`config.mk`:
```
export PLATFORM = sky130hd
export DESIGN_NAME = gpio_port_with_edge_interrupts_flat
export DESIGN_NICKNAME = d
export VERILOG_FILES = /design/src/design/gpio_pkg.sv /design/src/design/gpio_ifs.sv /design/src/design/gpio_regs.sv /design/src/design/gpio_port_with_edge_interrupts.sv /design/src/flat_wrapper.sv
export SDC_FILE = /design/constraint.sdc
export NUM_CORES = 1
export LEC_CHECK = 0
export BUFFER_PORTS_ARGS = -buffer_cell sky130_fd_sc_hd__buf_2
export CAP_MARGIN = 5
export CORE_AREA = 2 2 179 181
export CTS_BUF_LIST = sky130_fd_sc_hd__clkbuf_8
export CTS_CLUSTER_DIAMETER = 40
export DETAILED_ROUTE_END_ITERATION = 8
export DIE_AREA = 0 0 181 183
export MAX_ROUTING_LAYER = met4
export PLACE_DENSITY = 0.76
export SKIP_CTS_REPAIR_TIMING = 1
export SLEW_MARGIN = 10
export SYNTH_ARGS = -nofsm -noshare
export SYNTH_HDL_FRONTEND = slang
export SYNTH_SLANG_ARGS = --single-unit
```
`constraint.sdc`:
```
create_clock -name i_clk -period 5.9 [get_ports i_clk]
set_input_delay 0.885 -clock i_clk [delete_from_list [all_inputs] [get_ports i_clk]]
set_output_delay 0.885 -clock i_clk [all_outputs]
set_load 0.02 [all_outputs]
```
`src/design/gpio_pkg.sv`:
```
// gpio_pkg: field widths, function and register codes, and the struct types
// shared by the GPIO port modules and channel interfaces. No dependencies.
`default_nettype none

package gpio_pkg;

    localparam int FUNC_W  = 2;
    localparam int INDEX_W = 4;
    localparam int DATA_W  = 32;
    localparam int PINS_W  = 16;

    // transfer function codes
    localparam logic [FUNC_W-1:0] FN_READ  = 2'd0;
    localparam logic [FUNC_W-1:0] FN_WRITE = 2'd1;
    localparam logic [FUNC_W-1:0] FN_TICK  = 2'd2;

    // register map
    localparam logic [INDEX_W-1:0] REG_MODE     = 4'd0;
    localparam logic [INDEX_W-1:0] REG_OTYPE    = 4'd1;
    localparam logic [INDEX_W-1:0] REG_SPEED    = 4'd2;
    localparam logic [INDEX_W-1:0] REG_PULL     = 4'd3;
    localparam logic [INDEX_W-1:0] REG_IDR      = 4'd4;
    localparam logic [INDEX_W-1:0] REG_ODR      = 4'd5;
    localparam logic [INDEX_W-1:0] REG_SETRESET = 4'd6;
    localparam logic [INDEX_W-1:0] REG_AFL      = 4'd7;
    localparam logic [INDEX_W-1:0] REG_AFH      = 4'd8;
    localparam logic [INDEX_W-1:0] REG_RISE     = 4'd9;
    localparam logic [INDEX_W-1:0] REG_FALL     = 4'd10;
    localparam logic [INDEX_W-1:0] REG_MASK     = 4'd11;
    localparam logic [INDEX_W-1:0] REG_PENDING  = 4'd12;

    localparam logic [1:0] MODE_OUTPUT = 2'b01;

    typedef struct packed {
        logic [FUNC_W-1:0]  func;
        logic [INDEX_W-1:0] reg_index;
        logic [DATA_W-1:0]  write_data;
        logic [PINS_W-1:0]  pin_levels;
    } t_item;

    typedef struct packed {
        logic [DATA_W-1:0] read_data;
        logic [PINS_W-1:0] pin_drive;
        logic [PINS_W-1:0] drive_enable;
        logic [PINS_W-1:0] open_drain;
        logic              irq;
    } t_status;

endpackage

`default_nettype wire

```
`src/design/gpio_ifs.sv`:
```
// gpio_ifs: valid/ready channel interfaces for the GPIO port's request and
// result streams. Depends on gpio_pkg for field widths.
`default_nettype none

interface gpio_req_if;
    logic                          valid;
    logic                          ready;
    logic [gpio_pkg::FUNC_W-1:0]   func;
    logic [gpio_pkg::INDEX_W-1:0]  reg_index;
    logic [gpio_pkg::DATA_W-1:0]   write_data;
    logic [gpio_pkg::PINS_W-1:0]   pin_levels;

    modport source (output valid, func, reg_index, write_data, pin_levels, input ready);
    modport sink   (input valid, func, reg_index, write_data, pin_levels, output ready);
endinterface

interface gpio_rsp_if;
    logic                          valid;
    logic                          ready;
    logic [gpio_pkg::DATA_W-1:0]   read_data;
    logic [gpio_pkg::PINS_W-1:0]   pin_drive;
    logic [gpio_pkg::PINS_W-1:0]   drive_enable;
    logic [gpio_pkg::PINS_W-1:0]   open_drain;
    logic                          irq;

    modport source (output valid, read_data, pin_drive, drive_enable, open_drain, irq,
                    input ready);
    modport sink   (input valid, read_data, pin_drive, drive_enable, open_drain, irq,
                    output ready);
endinterface

`default_nettype wire

```
`src/design/gpio_regs.sv`:
```
// gpio_regs: GPIO port register file, set/reset logic and edge-triggered
// pending bits. Updates on i_en; o_status reflects the post-update state.
// Depends on gpio_pkg.
`default_nettype none

module gpio_regs #(
    parameter int PIN_COUNT = 16
) (
    input  wire                  i_clk,
    input  wire                  i_rst_n,
    input  wire                  i_en,
    input  wire gpio_pkg::t_item i_item,
    output gpio_pkg::t_status    o_status
);

    localparam int AFL_PINS = (PIN_COUNT >= 8) ? 8 : PIN_COUNT;
    localparam int AFH_PINS = (PIN_COUNT > 8) ? (PIN_COUNT - 8) : 0;

    localparam logic [15:0] PIN_MASK   = 16'((64'd1 << PIN_COUNT) - 64'd1);
    localparam logic [31:0] FIELD_MASK = 32'((64'd1 << (2 * PIN_COUNT)) - 64'd1);
    localparam logic [31:0] AFL_MASK   = 32'((64'd1 << (4 * AFL_PINS)) - 64'd1);
    localparam logic [31:0] AFH_MASK   = 32'((64'd1 << (4 * AFH_PINS)) - 64'd1);

    logic [31:0] r_mode, n_mode;
    logic [31:0] r_speed, n_speed;
    logic [31:0] r_pull, n_pull;
    logic [31:0] r_afl, n_afl;
    logic [31:0] r_afh, n_afh;
    logic [15:0] r_otype, n_otype;
    logic [15:0] r_odr, n_odr;
    logic [15:0] r_idr, n_idr;
    logic [15:0] r_rise, n_rise;
    logic [15:0] r_fall, n_fall;
    logic [15:0] r_mask, n_mask;
    logic [15:0] r_pend, n_pend;

    logic [15:0] now_lvl;
    logic [15:0] edges;
    logic [31:0] rd_data;
    logic [15:0] drv_en;

    assign now_lvl = i_item.pin_levels & PIN_MASK;
    assign edges   = ((now_lvl & ~r_idr & r_rise) | (~now_lvl & r_idr & r_fall)) & r_mask;

    always_comb begin
        n_mode  = r_mode;
        n_speed = r_speed;
        n_pull  = r_pull;
        n_afl   = r_afl;
        n_afh   = r_afh;
        n_otype = r_otype;
        n_odr   = r_odr;
        n_idr   = r_idr;
        n_rise  = r_rise;
        n_fall  = r_fall;
        n_mask  = r_mask;
        n_pend  = r_pend;
        case (i_item.func)
            gpio_pkg::FN_WRITE: begin
                case (i_item.reg_index)
                    gpio_pkg::REG_MODE:     n_mode  = i_item.write_data & FIELD_MASK;
                    gpio_pkg::REG_OTYPE:    n_otype = i_item.write_data[15:0] & PIN_MASK;
                    gpio_pkg::REG_SPEED:    n_speed = i_item.write_data & FIELD_MASK;
                    gpio_pkg::REG_PULL:     n_pull  = i_item.write_data & FIELD_MASK;
                    gpio_pkg::REG_ODR:      n_odr   = i_item.write_data[15:0] & PIN_MASK;
                    // set bits win over reset bits
                    gpio_pkg::REG_SETRESET: n_odr = ((r_odr & ~i_item.write_data[31:16])
                                                     | i_item.write_data[15:0]) & PIN_MASK;
                    gpio_pkg::REG_AFL:      n_afl   = i_item.write_data & AFL_MASK;
                    gpio_pkg::REG_AFH:      n_afh   = i_item.write_data & AFH_MASK;
                    gpio_pkg::REG_RISE:     n_rise  = i_item.write_data[15:0] & PIN_MASK;
                    gpio_pkg::REG_FALL:     n_fall  = i_item.write_data[15:0] & PIN_MASK;
                    gpio_pkg::REG_MASK:     n_mask  = i_item.write_data[15:0] & PIN_MASK;
                    // write one to clear
                    gpio_pkg::REG_PENDING:  n_pend  = r_pend & ~i_item.write_data[15:0]
                                                      & PIN_MASK;
                    default: ;
                endcase
            end
            gpio_pkg::FN_TICK: begin
                n_pend = (r_pend | edges) & PIN_MASK;
                n_idr  = now_lvl;
            end
            default: ;
        endcase
    end

    // reads leave state alone, so current contents are the post-update ones
    always_comb begin
        rd_data = '0;
        if (i_item.func == gpio_pkg::FN_READ) begin
            case (i_item.reg_index)
                gpio_pkg::REG_MODE:    rd_data = r_mode;
                gpio_pkg::REG_OTYPE:   rd_data = {16'd0, r_otype};
                gpio_pkg::REG_SPEED:   rd_data = r_speed;
                gpio_pkg::REG_PULL:    rd_data = r_pull;
                gpio_pkg::REG_IDR:     rd_data = {16'd0, r_idr};
                gpio_pkg::REG_ODR:     rd_data = {16'd0, r_odr};
                gpio_pkg::REG_AFL:     rd_data = r_afl;
                gpio_pkg::REG_AFH:     rd_data = r_afh;
                gpio_pkg::REG_RISE:    rd_data = {16'd0, r_rise};
                gpio_pkg::REG_FALL:    rd_data = {16'd0, r_fall};
                gpio_pkg::REG_MASK:    rd_data = {16'd0, r_mask};
                gpio_pkg::REG_PENDING: rd_data = {16'd0, r_pend};
                default:               rd_data = '0;
            endcase
        end
    end

    always_comb begin
        for (int p = 0; p < 16; p++) begin
            drv_en[p] = (n_mode[2*p +: 2] == gpio_pkg::MODE_OUTPUT);
        end
    end

    assign o_status.read_data    = rd_data;
    assign o_status.pin_drive    = n_odr;
    assign o_status.drive_enable = drv_en;
    assign o_status.open_drain   = n_otype;
    assign o_status.irq          = |n_pend;

    always_ff @(posedge i_clk) begin
        if (!i_rst_n) begin
            r_mode  <= '0;
            r_speed <= '0;
            r_pull  <= '0;
            r_afl   <= '0;
            r_afh   <= '0;
            r_otype <= '0;
            r_odr   <= '0;
            r_idr   <= '0;
            r_rise  <= '0;
            r_fall  <= '0;
            r_mask  <= '0;
            r_pend  <= '0;
        end else if (i_en) begin
            r_mode  <= n_mode;
            r_speed <= n_speed;
            r_pull  <= n_pull;
            r_afl   <= n_afl;
            r_afh   <= n_afh;
            r_otype <= n_otype;
            r_odr   <= n_odr;
            r_idr   <= n_idr;
            r_rise  <= n_rise;
            r_fall  <= n_fall;
            r_mask  <= n_mask;
            r_pend  <= n_pend;
        end
    end

endmodule

`default_nettype wire

```
`src/design/gpio_port_with_edge_interrupts.sv`:
```
// GPIO port with edge-triggered interrupts: top level with request/result
// channels and the result register. Depends on gpio_pkg, gpio_ifs, gpio_regs.
//
// Sixteen-pin (PIN_COUNT) general-purpose I/O port. Every request transfer is a
// register read, a register write or a pin sample tick, and produces exactly
// one result transfer: read data (zero for writes and ticks) plus the port's
// drive, drive-enable, open-drain and irq state after the request's update,
// held in the result register until taken. Throughput is one request per
// clock while results are taken. The request side keeps accepting while
// a result waits, as long as the result is taken in the same cycle. Register
// map: 0 mode, 1 output type, 2 speed, 3 pull, 4 input data (read-only),
// 5 output data, 6 set/reset (set wins, reads zero), 7/8 alternate function
// low/high, 9 rising trigger, 10 falling trigger, 11 interrupt mask (one
// unmasks), 12 pending (write one to clear). Indexes 13-15 read zero and
// ignore writes. On a tick the pins are latched into input data; an enabled
// edge on an unmasked pin sets its pending bit and irq stays high while any
// pending bit is set. Edges on the first tick are taken against the reset
// value of zero. Bits of pins at or above PIN_COUNT read as zero. All
// registers reset to zero.
`default_nettype none

module gpio_port_with_edge_interrupts #(
    parameter int PIN_COUNT = 16
) (
    input  wire       i_clk,
    input  wire       i_rst_n,
    gpio_req_if.sink  i_req,
    gpio_rsp_if.source o_rsp
);

    gpio_pkg::t_item   item;
    gpio_pkg::t_status status;
    gpio_pkg::t_status r_status;
    logic              r_valid;
    logic              req_xfer;

    // result register frees up when empty or when its transfer completes
    assign i_req.ready = !r_valid || o_rsp.ready;
    assign req_xfer    = i_req.valid && i_req.ready;

    assign item.func       = i_req.func;
    assign item.reg_index  = i_req.reg_index;
    assign item.write_data = i_req.write_data;
    assign item.pin_levels = i_req.pin_levels;

    gpio_regs #(
        .PIN_COUNT (PIN_COUNT)
    ) u_regs (
        .i_clk    (i_clk),
        .i_rst_n  (i_rst_n),
        .i_en     (req_xfer),
        .i_item   (item),
        .o_status (status)
    );

    always_ff @(posedge i_clk) begin
        if (!i_rst_n) begin
            r_valid <= 1'b0;
        end else if (req_xfer) begin
            r_valid <= 1'b1;
        end else if (o_rsp.ready) begin
            r_valid <= 1'b0;
        end
    end

    // payload, no reset needed
    always_ff @(posedge i_clk) begin
        if (req_xfer) begin
            r_status <= status;
        end
    end

    assign o_rsp.valid        = r_valid;
    assign o_rsp.read_data    = r_status.read_data;
    assign o_rsp.pin_drive    = r_status.pin_drive;
    assign o_rsp.drive_enable = r_status.drive_enable;
    assign o_rsp.open_drain   = r_status.open_drain;
    assign o_rsp.irq          = r_status.irq;

endmodule

`default_nettype wire

```
`src/flat_wrapper.sv`:
```
// flat-port wrapper written by rule: the top's interface ports become plain ports
module gpio_port_with_edge_interrupts_flat 
#(
    parameter int PIN_COUNT = 16
)
  (i_clk, i_rst_n, i_req_valid, i_req_func, i_req_reg_index, i_req_write_data, i_req_pin_levels, i_req_ready, o_rsp_valid, o_rsp_read_data, o_rsp_pin_drive, o_rsp_drive_enable, o_rsp_open_drain, o_rsp_irq, o_rsp_ready);
  gpio_req_if i_req_i ();
  gpio_rsp_if o_rsp_i ();
  input  wire i_clk;
  input  wire i_rst_n;
  input wire logic [$bits(i_req_i.valid)-1:0] i_req_valid;
  input wire logic [$bits(i_req_i.func)-1:0] i_req_func;
  input wire logic [$bits(i_req_i.reg_index)-1:0] i_req_reg_index;
  input wire logic [$bits(i_req_i.write_data)-1:0] i_req_write_data;
  input wire logic [$bits(i_req_i.pin_levels)-1:0] i_req_pin_levels;
  output wire logic [$bits(i_req_i.ready)-1:0] i_req_ready;
  output wire logic [$bits(o_rsp_i.valid)-1:0] o_rsp_valid;
  output wire logic [$bits(o_rsp_i.read_data)-1:0] o_rsp_read_data;
  output wire logic [$bits(o_rsp_i.pin_drive)-1:0] o_rsp_pin_drive;
  output wire logic [$bits(o_rsp_i.drive_enable)-1:0] o_rsp_drive_enable;
  output wire logic [$bits(o_rsp_i.open_drain)-1:0] o_rsp_open_drain;
  output wire logic [$bits(o_rsp_i.irq)-1:0] o_rsp_irq;
  input wire logic [$bits(o_rsp_i.ready)-1:0] o_rsp_ready;
  assign i_req_i.valid = i_req_valid;
  assign i_req_i.func = i_req_func;
  assign i_req_i.reg_index = i_req_reg_index;
  assign i_req_i.write_data = i_req_write_data;
  assign i_req_i.pin_levels = i_req_pin_levels;
  assign i_req_ready = i_req_i.ready;
  assign o_rsp_valid = o_rsp_i.valid;
  assign o_rsp_read_data = o_rsp_i.read_data;
  assign o_rsp_pin_drive = o_rsp_i.pin_drive;
  assign o_rsp_drive_enable = o_rsp_i.drive_enable;
  assign o_rsp_open_drain = o_rsp_i.open_drain;
  assign o_rsp_irq = o_rsp_i.irq;
  assign o_rsp_i.ready = o_rsp_ready;
  gpio_port_with_edge_interrupts #(.PIN_COUNT(PIN_COUNT)) u_core (.i_clk(i_clk), .i_rst_n(i_rst_n), .i_req(i_req_i), .o_rsp(o_rsp_i));
endmodule
```
==> flow_results.xml, run 1 <==
<?xml version="1.0" encoding="UTF-8"?>
<metrics>
  <group name="run_status">
    <metric name="run_status" unit="">finished, final reports clean</metric>
  </group>
  <group name="clock_tree">
    <metric name="cts_root_buf" unit="">sky130_fd_sc_hd__clkbuf_8</metric>
    <metric name="number_of_buffers_inserted_during_clock_tree_synthesis" unit="">58</metric>
    <metric name="path_clk_slew" unit="ns">0.06</metric>
    <metric name="worst_skew_pair.late_latency" unit="ns">0.61</metric>
    <metric name="htreeDepth" unit="">2</metric>
    <metric name="cts_tree" unit="">done</metric>
    <metric name="cts-root-to-sink-buffers" unit="">3</metric>
    <metric name="clock-sinks" unit="">354</metric>
  </group>
  <group name="die">
    <metric name="floorplan.die.height" unit="µm">183</metric>
    <metric name="die_w" unit="µm">181</metric>
    <metric name="pin_count" unit="">141</metric>
    <metric name="row_count" unit="">65</metric>
    <metric name="core_area" unit="µm²">31230</metric>
    <metric name="start_util" unit="">0.5107</metric>
    <metric name="die_area" unit="µm²">33120</metric>
  </group>
  <group name="final_layout">
    <metric name="areaGrowthSynthToFinish" unit="%">12.57</metric>
    <metric name="layout.cells.most_common_list" unit="">sky130_fd_sc_hd__dfxtp_1 (273), sky130_fd_sc_hd__nand2_1 (199), sky130_fd_sc_hd__nor2b_1 (177)</metric>
    <metric name="final_util" unit="">0.5748</metric>
    <metric name="stdcell_area" unit="µm²">17950</metric>
    <metric name="net_total_in_the_final_layout" unit="">1713</metric>
    <metric name="proportion_of_layout_cells_with_a_drive_suffix_above_1" unit="">0.1635</metric>
    <metric name="stdcell_count" unit="">2104</metric>
    <metric name="layout_commonest_cell" unit="">sky130_fd_sc_hd__dfxtp_1</metric>
  </group>
  <group name="synth">
    <metric name="yosys.area.top_type_share" unit="">0.3427</metric>
    <metric name="dominantRegCellSynth" unit="">sky130_fd_sc_hd__dfxtp_1</metric>
    <metric name="postSynth.asyncResetShare" unit="">0</metric>
    <metric name="synth-edff-count" unit="">81</metric>
    <metric name="synth_area_per_cell" unit="µm²">10.22</metric>
    <metric name="synthesis.nets" unit="">1621</metric>
    <metric name="ys.warnings.count" unit="">0</metric>
    <metric name="post_synthesis_sequential_area_ratio" unit="">0.4952</metric>
    <metric name="syn-cell-area" unit="µm²">15950</metric>
    <metric name="unique_masters_post_synth" unit="">47</metric>
    <metric name="post-synth-top-area-cell" unit="">sky130_fd_sc_hd__dfxtp_1</metric>
    <metric name="synth_top_cells_by_area" unit="">sky130_fd_sc_hd__dfxtp_1 (34%), sky130_fd_sc_hd__edfxtp_1 (15%), sky130_fd_sc_hd__mux2i_1 (11%), sky130_fd_sc_hd__nor2b_1 (6.9%), sky130_fd_sc_hd__nand2_1 (4.7%)</metric>
    <metric name="ys_seq_elements" unit="">354</metric>
    <metric name="synthesis.instances" unit="">1560</metric>
  </group>
  <group name="critical_path">
    <metric name="timing.rr.start" unit="">u_core.o_rsp.valid</metric>
    <metric name="cp-start-kind" unit="">primary input</metric>
    <metric name="required" unit="ns">6.24</metric>
    <metric name="crit_start" unit="">i_req_func[0]</metric>
    <metric name="worstSetupPathType" unit="">in -&gt; reg</metric>
    <metric name="end_kind" unit="">flip-flop</metric>
    <metric name="arrival" unit="ns">3.67</metric>
    <metric name="cp_max_fo" unit="">33</metric>
  </group>
  <group name="grt">
    <metric name="groute.usage.overall" unit="">0.2833</metric>
    <metric name="grt_start_max_net_pins" unit="">189</metric>
    <metric name="antenna_violations_before_repair" unit="">2</metric>
    <metric name="first_global_vias" unit="">12165</metric>
    <metric name="grt_first_pass_wirelength" unit="µm">70620</metric>
    <metric name="grt.overflow.total" unit="">0</metric>
  </group>
  <group name="pwr">
    <metric name="cell_internal_pwr" unit="mW">3.713</metric>
    <metric name="power.ir.vdd_worst" unit="mV">0.1712</metric>
    <metric name="p_switching" unit="mW">1.272</metric>
    <metric name="total_power" unit="mW">4.986</metric>
    <metric name="power.share.switching" unit="">0.2552</metric>
    <metric name="powerDensity" unit="nW/µm²">277.7</metric>
    <metric name="leakage_power_figure" unit="nW">7.784</metric>
    <metric name="seq_power_share" unit="">0.517</metric>
    <metric name="pwr-share-comb" unit="">0.076</metric>
    <metric name="power_frac_clock" unit="">0.408</metric>
  </group>
  <group name="detailed_routing">
    <metric name="iteration_0_drc_count_of_the_detailed_router" unit="">1304</metric>
    <metric name="detail_route.drc_violations" unit="">0</metric>
    <metric name="route.vias.total" unit="">12683</metric>
    <metric name="vias_per_cell" unit="">6.028</metric>
    <metric name="drt_first_pass_iters" unit="">7</metric>
    <metric name="route.final.wire_length" unit="µm">46500</metric>
    <metric name="postRouteAntennaNets" unit="">0</metric>
    <metric name="detail_route.wl_per_cell" unit="µm">22.10</metric>
  </group>
  <group name="placement">
    <metric name="numPlacedInstances" unit="">1994</metric>
    <metric name="place_area" unit="µm²">16830</metric>
    <metric name="final_wtd_congestion" unit="">0.8766</metric>
    <metric name="hpwl" unit="µm">27370</metric>
    <metric name="io_buffer_count" unit="">140</metric>
    <metric name="pre_cts_ws" unit="ns">2.045</metric>
  </group>
  <group name="sta">
    <metric name="fin_crit" unit="ns">3.330</metric>
    <metric name="layout_setup_ws" unit="ns">2.570</metric>
    <metric name="setup_total_negative_slack" unit="ns">0</metric>
    <metric name="worst_slew_pin_slew" unit="ns">1.255</metric>
    <metric name="final_setup_violation_count" unit="">0</metric>
    <metric name="max_freq" unit="MHz">300.3</metric>
    <metric name="timing.hold.ws" unit="ns">0.4776</metric>
    <metric name="final.setup_skew" unit="ns">0.01382</metric>
    <metric name="post-route-period-util" unit="">0.5644</metric>
    <metric name="worst_slew_margin_rel" unit="">0.1632</metric>
    <metric name="final-max-slew-violation-count" unit="">0</metric>
    <metric name="grt_setup_unrepaired" unit="">no</metric>
    <metric name="finalHoldViolCount" unit="">0</metric>
  </group>
  <group name="hold_path">
    <metric name="holdCritStartpoint" unit="">u_core.u_regs.r_mode[1]</metric>
    <metric name="timing.hold.worst.class" unit="">reg -&gt; reg</metric>
  </group>
  <group name="flow_run">
    <metric name="max_cap_viol_count" unit="">0</metric>
  </group>
</metrics>
[critical path, cell delays in order]
cell and delay, ns:
sky130_fd_sc_hd__buf_2 0.09, sky130_fd_sc_hd__inv_1 0.05, sky130_fd_sc_hd__ha_1 0.27, sky130_fd_sc_hd__buf_4 0.36, sky130_fd_sc_hd__nor2b_1 0.99, sky130_fd_sc_hd__a311oi_1 0.11
sky130_fd_sc_hd__o22ai_1 0.24, sky130_fd_sc_hd__nand4_1 0.13, sky130_fd_sc_hd__or4_1 0.52
[sequential cells by signal, summed over array words and instances (netlist names), 32 cells and up]
| name | count |
|---|---|
| u_core.u_regs.r_afh | 32 |
| u_core.u_regs.r_pull | 32 |
| u_core.o_rsp.read_data | 32 |
| u_core.u_regs.r_afl | 32 |
| u_core.u_regs.r_speed | 32 |
| u_core.u_regs.r_mode | 32 |
[power by group through the flow]
stage	sequential (mW)	clock (mW)	combinational, mW
floorplan	2.65	0	0.195
global placement	2.62	0	0.366
detailed placement	2.62	0	0.372
CTS	2.57	2.06	0.374
global route	2.58	2.16	0.401
finish	2.58	2.03	0.378
[final timing paths]
check,cells after the start,end,slack (ns)
min,2,u_core.u_regs.r_mode[1],0.48
max reg2reg,6,u_core.u_regs.r_mode[28],2.78
max,9,u_core.o_rsp.irq,2.57
min reg2reg,2,u_core.u_regs.r_mode[1],0.48
[cells by family after synthesis]
logic type | count (synthesis) | synth area share
flops | 354 | 0.4952
fa+ha+maj | 3 | 0.002354
simple gates | 523 | 0.1790
buf+inv | 149 | 0.03978
mux | 192 | 0.1218
compound gates | 339 | 0.1619
[layer usage]
| metal | global-route usage | part of all wire | up-vias |
|---|---|---|---|
| li1 | - | - | 5832 |
| met1 | 0.3671 | 0.42 | 6135 |
| met2 | 0.4478 | 0.46 | 591 |
| met3 | 0.04150 | 0.078 | 125 |
| met4 | 0.1174 | 0.038 | 0 |
| met5 | - | 0 | - |
[synthesized netlist by cell type, types with 3 or more instances]
| cell type | instances |
|---|---|
| sky130_fd_sc_hd__nand3_2 | 3 |
| sky130_fd_sc_hd__o22ai_1 | 16 |
| sky130_fd_sc_hd__a21oi_1 | 16 |
| sky130_fd_sc_hd__o21ai_1 | 4 |
| sky130_fd_sc_hd__buf_2 | 28 |
| sky130_fd_sc_hd__a21boi_1 | 6 |
| sky130_fd_sc_hd__nand2_1 | 200 |
| sky130_fd_sc_hd__clkbuf_1 | 90 |
| sky130_fd_sc_hd__mux2_2 | 16 |
| sky130_fd_sc_hd__mux2i_1 | 176 |
| sky130_fd_sc_hd__nand3_1 | 38 |
| sky130_fd_sc_hd__buf_4 | 4 |
| sky130_fd_sc_hd__a311oi_1 | 16 |
| sky130_fd_sc_hd__ha_1 | 3 |
| sky130_fd_sc_hd__nor2b_1 | 177 |
| sky130_fd_sc_hd__o21ai_0 | 29 |
| sky130_fd_sc_hd__nand4_1 | 4 |
| sky130_fd_sc_hd__buf_6 | 3 |
| sky130_fd_sc_hd__nand2b_1 | 18 |
| sky130_fd_sc_hd__a221oi_1 | 48 |
| sky130_fd_sc_hd__a31oi_1 | 32 |
| sky130_fd_sc_hd__o211a_1 | 32 |
| sky130_fd_sc_hd__edfxtp_1 | 81 |
| sky130_fd_sc_hd__nand3b_1 | 48 |
| sky130_fd_sc_hd__dfxtp_1 | 273 |
| sky130_fd_sc_hd__nor2_1 | 17 |
| sky130_fd_sc_hd__nor3_2 | 3 |
| sky130_fd_sc_hd__a21boi_0 | 59 |
| sky130_fd_sc_hd__inv_1 | 19 |
| sky130_fd_sc_hd__a22o_1 | 48 |
| sky130_fd_sc_hd__a22oi_1 | 32 |
[final cells by class]
cell class                 instances  area [µm²]
inverter                          20       80.08
timing repair buffer             161       864.6
tap                              402       503.0
fill                            2709       13280
sequential                       354        7898
clock buffer                      69       949.7
multi-input combinational       1057        7486
antenna                            2       5.005
clock inverter                    39       166.4
Note: power is estimated with default switching activity, not from simulation.
==> run 2, diff against run 1 <==
- clock period: 5.9 -> 3.4 ns (I/O delays scaled with it)
==> flow_results.xml, run 2 (same netlist as run 1, synthesis figures left out) <==
<?xml version="1.0" encoding="UTF-8"?>
<metrics>
  <group name="critical_path">
    <metric name="rr_endpoint" unit="">u_core.u_regs.r_speed[13]</metric>
    <metric name="required" unit="ns">3.89</metric>
    <metric name="ff2ff_path_depth" unit="">7</metric>
    <metric name="setup.reg_to_reg.worst_slack" unit="ns">1.09</metric>
    <metric name="end_kind" unit="">flip-flop</metric>
    <metric name="cp_max_fo" unit="">40</metric>
    <metric name="timing.rr.start" unit="">u_core.o_rsp.valid</metric>
    <metric name="cp-start-kind" unit="">flip-flop</metric>
    <metric name="worstSetupPathType" unit="">reg -&gt; reg</metric>
    <metric name="arrival" unit="ns">2.80</metric>
  </group>
  <group name="clock_tree">
    <metric name="worst_skew_pair.late_latency" unit="ns">0.61</metric>
    <metric name="number_of_buffers_inserted_during_clock_tree_synthesis" unit="">60</metric>
    <metric name="clock-sinks" unit="">354</metric>
    <metric name="cts-root-to-sink-buffers" unit="">3</metric>
    <metric name="htreeDepth" unit="">2</metric>
    <metric name="path_clk_slew" unit="ns">0.06</metric>
    <metric name="cts_root_buf" unit="">sky130_fd_sc_hd__clkbuf_8</metric>
    <metric name="cts_tree" unit="">done</metric>
  </group>
  <group name="flow_run">
    <metric name="max_cap_viol_count" unit="">0</metric>
  </group>
  <group name="die">
    <metric name="start_util" unit="">0.5107</metric>
    <metric name="floorplan.die.height" unit="µm">183</metric>
    <metric name="core_area" unit="µm²">31230</metric>
    <metric name="pin_count" unit="">141</metric>
    <metric name="die_area" unit="µm²">33120</metric>
    <metric name="row_count" unit="">65</metric>
    <metric name="die_w" unit="µm">181</metric>
  </group>
  <group name="hold_path">
    <metric name="worstHoldEndpoint" unit="">u_core.o_rsp.valid</metric>
    <metric name="timing.hold.worst.class" unit="">in -&gt; reg</metric>
    <metric name="holdCritStartpoint" unit="">i_req_valid</metric>
    <metric name="timing.hold.worst_path_depth" unit="">3</metric>
  </group>
  <group name="detailed_routing">
    <metric name="drt_first_pass_iters" unit="">7</metric>
    <metric name="detail_route.drc_violations" unit="">0</metric>
    <metric name="iteration_0_drc_count_of_the_detailed_router" unit="">1284</metric>
    <metric name="route.vias.total" unit="">12857</metric>
    <metric name="postRouteAntennaNets" unit="">0</metric>
    <metric name="route.final.wire_length" unit="µm">47420</metric>
    <metric name="detail_route.wl_per_cell" unit="µm">22.18</metric>
    <metric name="vias_per_cell" unit="">6.014</metric>
  </group>
  <group name="placement">
    <metric name="hpwl" unit="µm">29800</metric>
    <metric name="io_buffer_count" unit="">140</metric>
    <metric name="final_wtd_congestion" unit="">0.9579</metric>
  </group>
  <group name="sta">
    <metric name="grt_setup_unrepaired" unit="">no</metric>
    <metric name="final_setup_violation_count" unit="">0</metric>
    <metric name="worst_slew_margin_rel" unit="">0.2137</metric>
    <metric name="max_freq" unit="MHz">433.0</metric>
    <metric name="final-max-slew-violation-count" unit="">0</metric>
    <metric name="post-route-period-util" unit="">0.6793</metric>
    <metric name="fin_crit" unit="ns">2.310</metric>
    <metric name="timing.hold.ws" unit="ns">0.1565</metric>
    <metric name="setup_total_negative_slack" unit="ns">0</metric>
    <metric name="worst_slew_pin_slew" unit="ns">1.179</metric>
    <metric name="finalHoldViolCount" unit="">0</metric>
    <metric name="final.setup_skew" unit="ns">0.01885</metric>
  </group>
  <group name="pwr">
    <metric name="cell_internal_pwr" unit="mW">6.824</metric>
    <metric name="p_switching" unit="mW">2.281</metric>
    <metric name="power.share.switching" unit="">0.2505</metric>
    <metric name="leakage_power_figure" unit="nW">7.998</metric>
    <metric name="powerDensity" unit="nW/µm²">496.4</metric>
    <metric name="pwr-share-comb" unit="">0.074</metric>
    <metric name="seq_power_share" unit="">0.491</metric>
    <metric name="power_frac_clock" unit="">0.436</metric>
    <metric name="power.ir.vdd_worst" unit="mV">0.2964</metric>
  </group>
  <group name="grt">
    <metric name="grt.overflow.total" unit="">0</metric>
    <metric name="grt_first_pass_wirelength" unit="µm">71390</metric>
    <metric name="groute.usage.overall" unit="">0.2865</metric>
    <metric name="antenna_violations_before_repair" unit="">2</metric>
    <metric name="first_global_vias" unit="">12397</metric>
    <metric name="grt_start_max_net_pins" unit="">130</metric>
  </group>
  <group name="final_layout">
    <metric name="number_of_filler_cells_placed_in_the_layout" unit="">2648</metric>
    <metric name="layout.cells.most_common_list" unit="">sky130_fd_sc_hd__dfxtp_1 (273), sky130_fd_sc_hd__nand2_1 (200), sky130_fd_sc_hd__nor2b_1 (177)</metric>
    <metric name="proportion_of_layout_cells_with_a_drive_suffix_above_1" unit="">0.1845</metric>
    <metric name="layout_commonest_cell" unit="">sky130_fd_sc_hd__dfxtp_1</metric>
    <metric name="net_total_in_the_final_layout" unit="">1743</metric>
    <metric name="areaGrowthSynthToFinish" unit="%">15.02</metric>
  </group>
  <group name="run_status">
    <metric name="run_status" unit="">finished, final reports clean</metric>
  </group>
</metrics>
## run 2: cell count changes in the layout (fill, tap and decap cells not counted), sizes merged
cell,delta
buf,+28
clkbuf,+12
clkinv,-4
inv,-3
bufinv,+1
## run 2: layer usage
metal  up-vias  share of wire  global-route usage
li1       5882              -                   -
met1      6248           0.42              0.3669
met2       620           0.47              0.4557
met3       107          0.080             0.04885
met4         0          0.033              0.1125
met5         -              0                   -
## run 2: worst max path at each step
stage | start | endpoint | slack [ns] | cells past startpoint
finish | u_core.o_rsp.valid | u_core.u_regs.r_speed[13] | 1.09 | 7
global route | u_core.o_rsp.valid | u_core.u_regs.r_idr[9] | 0.95 | 8
CTS | u_core.o_rsp.valid | u_core.u_regs.r_speed[24] | 1.13 | 7
detailed placement | i_req_reg_index[3] | u_core.o_rsp.irq | 0.55 | 6
global placement | i_req_reg_index[3] | u_core.o_rsp.irq | 0.66 | 6
floorplan | o_rsp_ready | u_core.o_rsp.drive_enable[0] | 0.43 | 5
## run 2: power by group through the flow
stage | sequential [mW] | clock, mW | combinational, mW
6_report | 4.47 | 3.97 | 0.670
5_1_grt | 4.48 | 4.20 | 0.706
4_1_cts | 4.47 | 4.01 | 0.660
3_5_place_dp | 4.56 | 0 | 0.659
3_3_place_gp | 4.55 | 0 | 0.648
2_1_floorplan | 4.60 | 0 | 0.338
## run 2: critical path, stage by stage (launching register included)
cell                       delay (ns)
sky130_fd_sc_hd__dfxtp_1         0.33
sky130_fd_sc_hd__nand2b_1        0.08
sky130_fd_sc_hd__nand2_1         0.33
sky130_fd_sc_hd__inv_6           0.22
sky130_fd_sc_hd__nand3_2         0.24
sky130_fd_sc_hd__buf_4           0.60
sky130_fd_sc_hd__mux2i_1         0.29
sky130_fd_sc_hd__nor2b_1         0.06
## run 2: stage by stage
| stage | util | worst slack [ns] | cells | area (µm²) | power [mW] |
|---|---|---|---|---|---|
| 4_1_cts | 0.5872 | 1.131 | 2136 | 18340 | 9.134 |
| 2_1_floorplan | - | 0.4299 | 1560 | 15950 | 4.942 |
| 5_1_grt | 0.5874 | 0.9481 | 2138 | 18340 | 9.381 |
| 6_report | 0.5874 | 1.090 | 2138 | 18340 | 9.105 |
| 3_5_place_dp | 0.5458 | 0.5516 | 2022 | 17050 | 5.216 |
| 3_3_place_gp | 0.5458 | 0.6583 | 2022 | 17050 | 5.202 |
## run 2: cell type report
cell class                 instances  area [µm²]  share of cell area
inverter                          20       80.08            0.004365
multi-input combinational       1057        7478              0.4077
clock buffer                      81        1115             0.06077
clock inverter                    33       177.7            0.009686
antenna                            2       5.005           0.0002728
tap                              402       503.0             0.02742
timing repair buffer             189        1087             0.05927
sequential                       354        7898              0.4305
==> run 3, diff against run 2 <==
- clock period: 3.4 -> 2.4 ns (I/O delays scaled with it)
==> flow_results.xml, run 3 (same netlist as run 1, synthesis figures left out) <==
<?xml version="1.0" encoding="UTF-8"?>
<metrics>
  <group name="run_status">
    <metric name="run_status" unit="">finished, final reports clean</metric>
  </group>
  <group name="grt">
    <metric name="grt.overflow.total" unit="">0</metric>
    <metric name="grt_first_pass_wirelength" unit="µm">73080</metric>
    <metric name="first_global_vias" unit="">12546</metric>
    <metric name="antenna_violations_before_repair" unit="">1</metric>
    <metric name="grt_start_max_net_pins" unit="">81</metric>
    <metric name="groute.usage.overall" unit="">0.2927</metric>
  </group>
  <group name="placement">
    <metric name="io_buffer_count" unit="">140</metric>
    <metric name="numPlacedInstances" unit="">2058</metric>
    <metric name="final_wtd_congestion" unit="">0.9650</metric>
    <metric name="pre_cts_ws" unit="ns">-0.07728</metric>
    <metric name="hpwl" unit="µm">31550</metric>
  </group>
  <group name="clock_tree">
    <metric name="cts_root_buf" unit="">sky130_fd_sc_hd__clkbuf_8</metric>
    <metric name="clock-sinks" unit="">354</metric>
    <metric name="cts-root-to-sink-buffers" unit="">3</metric>
    <metric name="htreeDepth" unit="">2</metric>
    <metric name="worst_skew_pair.late_latency" unit="ns">0.62</metric>
    <metric name="path_clk_slew" unit="ns">0.07</metric>
    <metric name="number_of_buffers_inserted_during_clock_tree_synthesis" unit="">61</metric>
    <metric name="cts_tree" unit="">done</metric>
  </group>
  <group name="critical_path">
    <metric name="timing.critical_path.cells" unit="">nand2b_1 &gt; nand2_1 &gt; inv_6 &gt; buf_4 &gt; nand3_1 &gt; o211a_1</metric>
    <metric name="end_kind" unit="">flip-flop</metric>
    <metric name="cp_max_fo" unit="">46</metric>
    <metric name="setup.reg_to_reg.worst_slack" unit="ns">0.43</metric>
    <metric name="crit_family" unit="">buffers and inverters</metric>
    <metric name="ff2ff_path_depth" unit="">6</metric>
    <metric name="cp.depth" unit="">6</metric>
    <metric name="arrival" unit="ns">2.46</metric>
    <metric name="worst_setup_path_endpoint" unit="">u_core.u_regs.r_odr[12]</metric>
    <metric name="timing.critical_path.buf_inv" unit="">2</metric>
    <metric name="worstSetupPathType" unit="">reg -&gt; reg</metric>
    <metric name="cpPeakStageDelay" unit="ns">0.53</metric>
    <metric name="rr_endpoint" unit="">u_core.u_regs.r_odr[12]</metric>
    <metric name="required" unit="ns">2.90</metric>
    <metric name="timing.rr.start" unit="">u_core.o_rsp.valid</metric>
    <metric name="crit_start" unit="">u_core.o_rsp.valid</metric>
    <metric name="crit_slowest_cell" unit="">sky130_fd_sc_hd__buf_4</metric>
    <metric name="cp-start-kind" unit="">flip-flop</metric>
  </group>
  <group name="detailed_routing">
    <metric name="vias_per_cell" unit="">6.019</metric>
    <metric name="drt_first_pass_iters" unit="">6</metric>
    <metric name="route.vias.total" unit="">13085</metric>
    <metric name="detail_route.wl_per_cell" unit="µm">22.11</metric>
    <metric name="detail_route.drc_violations" unit="">0</metric>
    <metric name="iteration_0_drc_count_of_the_detailed_router" unit="">1302</metric>
    <metric name="postRouteAntennaNets" unit="">0</metric>
    <metric name="route.final.wire_length" unit="µm">48070</metric>
  </group>
  <group name="flow_run">
    <metric name="max_cap_viol_count" unit="">0</metric>
  </group>
  <group name="pwr">
    <metric name="total_power" unit="mW">13.00</metric>
    <metric name="leakage_power_figure" unit="nW">8.267</metric>
    <metric name="powerDensity" unit="nW/µm²">689.7</metric>
    <metric name="power.ir.vdd_worst" unit="mV">0.4193</metric>
  </group>
  <group name="die">
    <metric name="die_w" unit="µm">181</metric>
    <metric name="row_count" unit="">65</metric>
    <metric name="pin_count" unit="">141</metric>
    <metric name="die_area" unit="µm²">33120</metric>
    <metric name="floorplan.die.height" unit="µm">183</metric>
    <metric name="start_util" unit="">0.5107</metric>
    <metric name="core_area" unit="µm²">31230</metric>
  </group>
  <group name="final_layout">
    <metric name="proportion_of_layout_cells_with_a_drive_suffix_above_1" unit="">0.2016</metric>
    <metric name="layout_commonest_cell" unit="">sky130_fd_sc_hd__dfxtp_1</metric>
    <metric name="number_of_filler_cells_placed_in_the_layout" unit="">2663</metric>
    <metric name="stdcell_count" unit="">2174</metric>
    <metric name="layout.cells.most_common_list" unit="">sky130_fd_sc_hd__dfxtp_1 (273), sky130_fd_sc_hd__nand2_1 (200), sky130_fd_sc_hd__nor2b_1 (177)</metric>
    <metric name="net_total_in_the_final_layout" unit="">1780</metric>
    <metric name="areaGrowthSynthToFinish" unit="%">18.23</metric>
  </group>
  <group name="sta">
    <metric name="final_setup_violation_count" unit="">0</metric>
    <metric name="final-max-slew-violation-count" unit="">0</metric>
    <metric name="final.setup_skew" unit="ns">0.03095</metric>
    <metric name="max_freq" unit="MHz">508.7</metric>
    <metric name="timing.hold.ws" unit="ns">0.006995</metric>
    <metric name="worst_slew_pin_slew" unit="ns">1.120</metric>
    <metric name="fin_crit" unit="ns">1.966</metric>
    <metric name="post-route-period-util" unit="">0.8191</metric>
    <metric name="layout_setup_ws" unit="ns">0.4342</metric>
    <metric name="finalHoldViolCount" unit="">0</metric>
    <metric name="worst_slew_margin_rel" unit="">0.2482</metric>
    <metric name="grt_setup_unrepaired" unit="">no</metric>
    <metric name="setup_total_negative_slack" unit="ns">0</metric>
  </group>
  <group name="hold_path">
    <metric name="timing.hold.worst.class" unit="">in -&gt; reg</metric>
  </group>
</metrics>
==> run 3: cell count changes in the layout (fill, tap and decap cells not counted) <==
cell                        before  now
sky130_fd_sc_hd__buf_12          1   20
sky130_fd_sc_hd__clkinv_2        4    7
sky130_fd_sc_hd__clkinv_4        0    1
sky130_fd_sc_hd__inv_8           1    0
sky130_fd_sc_hd__buf_4          48   65
sky130_fd_sc_hd__bufinv_16       1    2
sky130_fd_sc_hd__diode_2         2    1
sky130_fd_sc_hd__inv_6           2    1
sky130_fd_sc_hd__clkbuf_8       81   79
==> run 3: routing by layer <==
| layer | track usage | share of wire | up-vias |
|---|---|---|---|
| li1 | - | - | 5967 |
| met1 | 0.3798 | 0.41 | 6305 |
| met2 | 0.4614 | 0.46 | 680 |
| met3 | 0.04349 | 0.085 | 133 |
| met4 | 0.1220 | 0.037 | 0 |
| met5 | - | 0 | - |
==> run 3: how the worst min path moves through the flow <==
stage	startpoint	end	slack (ns)	cells after the start
2_1_floorplan	u_core.u_regs.r_mode[1]	u_core.u_regs.r_mode[1]	0.44	2
5_1_grt	i_req_valid	u_core.o_rsp.valid	0.01	3
3_3_place_gp	u_core.u_regs.r_mode[1]	u_core.u_regs.r_mode[1]	0.45	2
3_5_place_dp	u_core.u_regs.r_mode[27]	u_core.u_regs.r_mode[27]	0.47	2
4_1_cts	i_req_valid	u_core.o_rsp.valid	-0.02	3
6_report	i_req_valid	u_core.o_rsp.valid	0.007	3
==> run 3: final cells by class <==
class / count / area [µm²] / area share
flip-flops and latches: 354 / 7898 / 0.4188
diodes: 1 / 2.502 / 0.0001327
repair buffers: 225 / 1595 / 0.08461
well taps: 402 / 503.0 / 0.02668
inverters: 20 / 80.08 / 0.004247
clock buffers: 79 / 1087 / 0.05766
clock inverters: 36 / 211.5 / 0.01121
multi-input cells: 1057 / 7478 / 0.3966
==> run 3: worst register-to-register path, stage by stage, from the launching register on <==
cell and delay (ns):
sky130_fd_sc_hd__dfxtp_1 0.31, sky130_fd_sc_hd__nand2b_1 0.10, sky130_fd_sc_hd__nand2_1 0.25, sky130_fd_sc_hd__inv_6 0.33
sky130_fd_sc_hd__buf_4 0.53, sky130_fd_sc_hd__nand3_1 0.16, sky130_fd_sc_hd__o211a_1 0.17
==> run 3: through the flow <==
step | util | instance area, µm²
after floorplan | - | 15950
final | 0.6038 | 18860
after global placement | 0.5621 | 17550
after CTS | 0.6037 | 18850
after global routing | 0.6038 | 18860
after detailed placement | 0.5621 | 17550
==> run 3: report_power, final <==
| part | switching [mW] | internal [mW] | leakage [nW] |
|---|---|---|---|
| Sequential | 0.0943 | 6.24 | 3.02 |
| Clock | 2.50 | 3.16 | 0.755 |
| Combinational | 0.657 | 0.356 | 4.49 |
| Total | 3.25 | 9.76 | 8.27 |
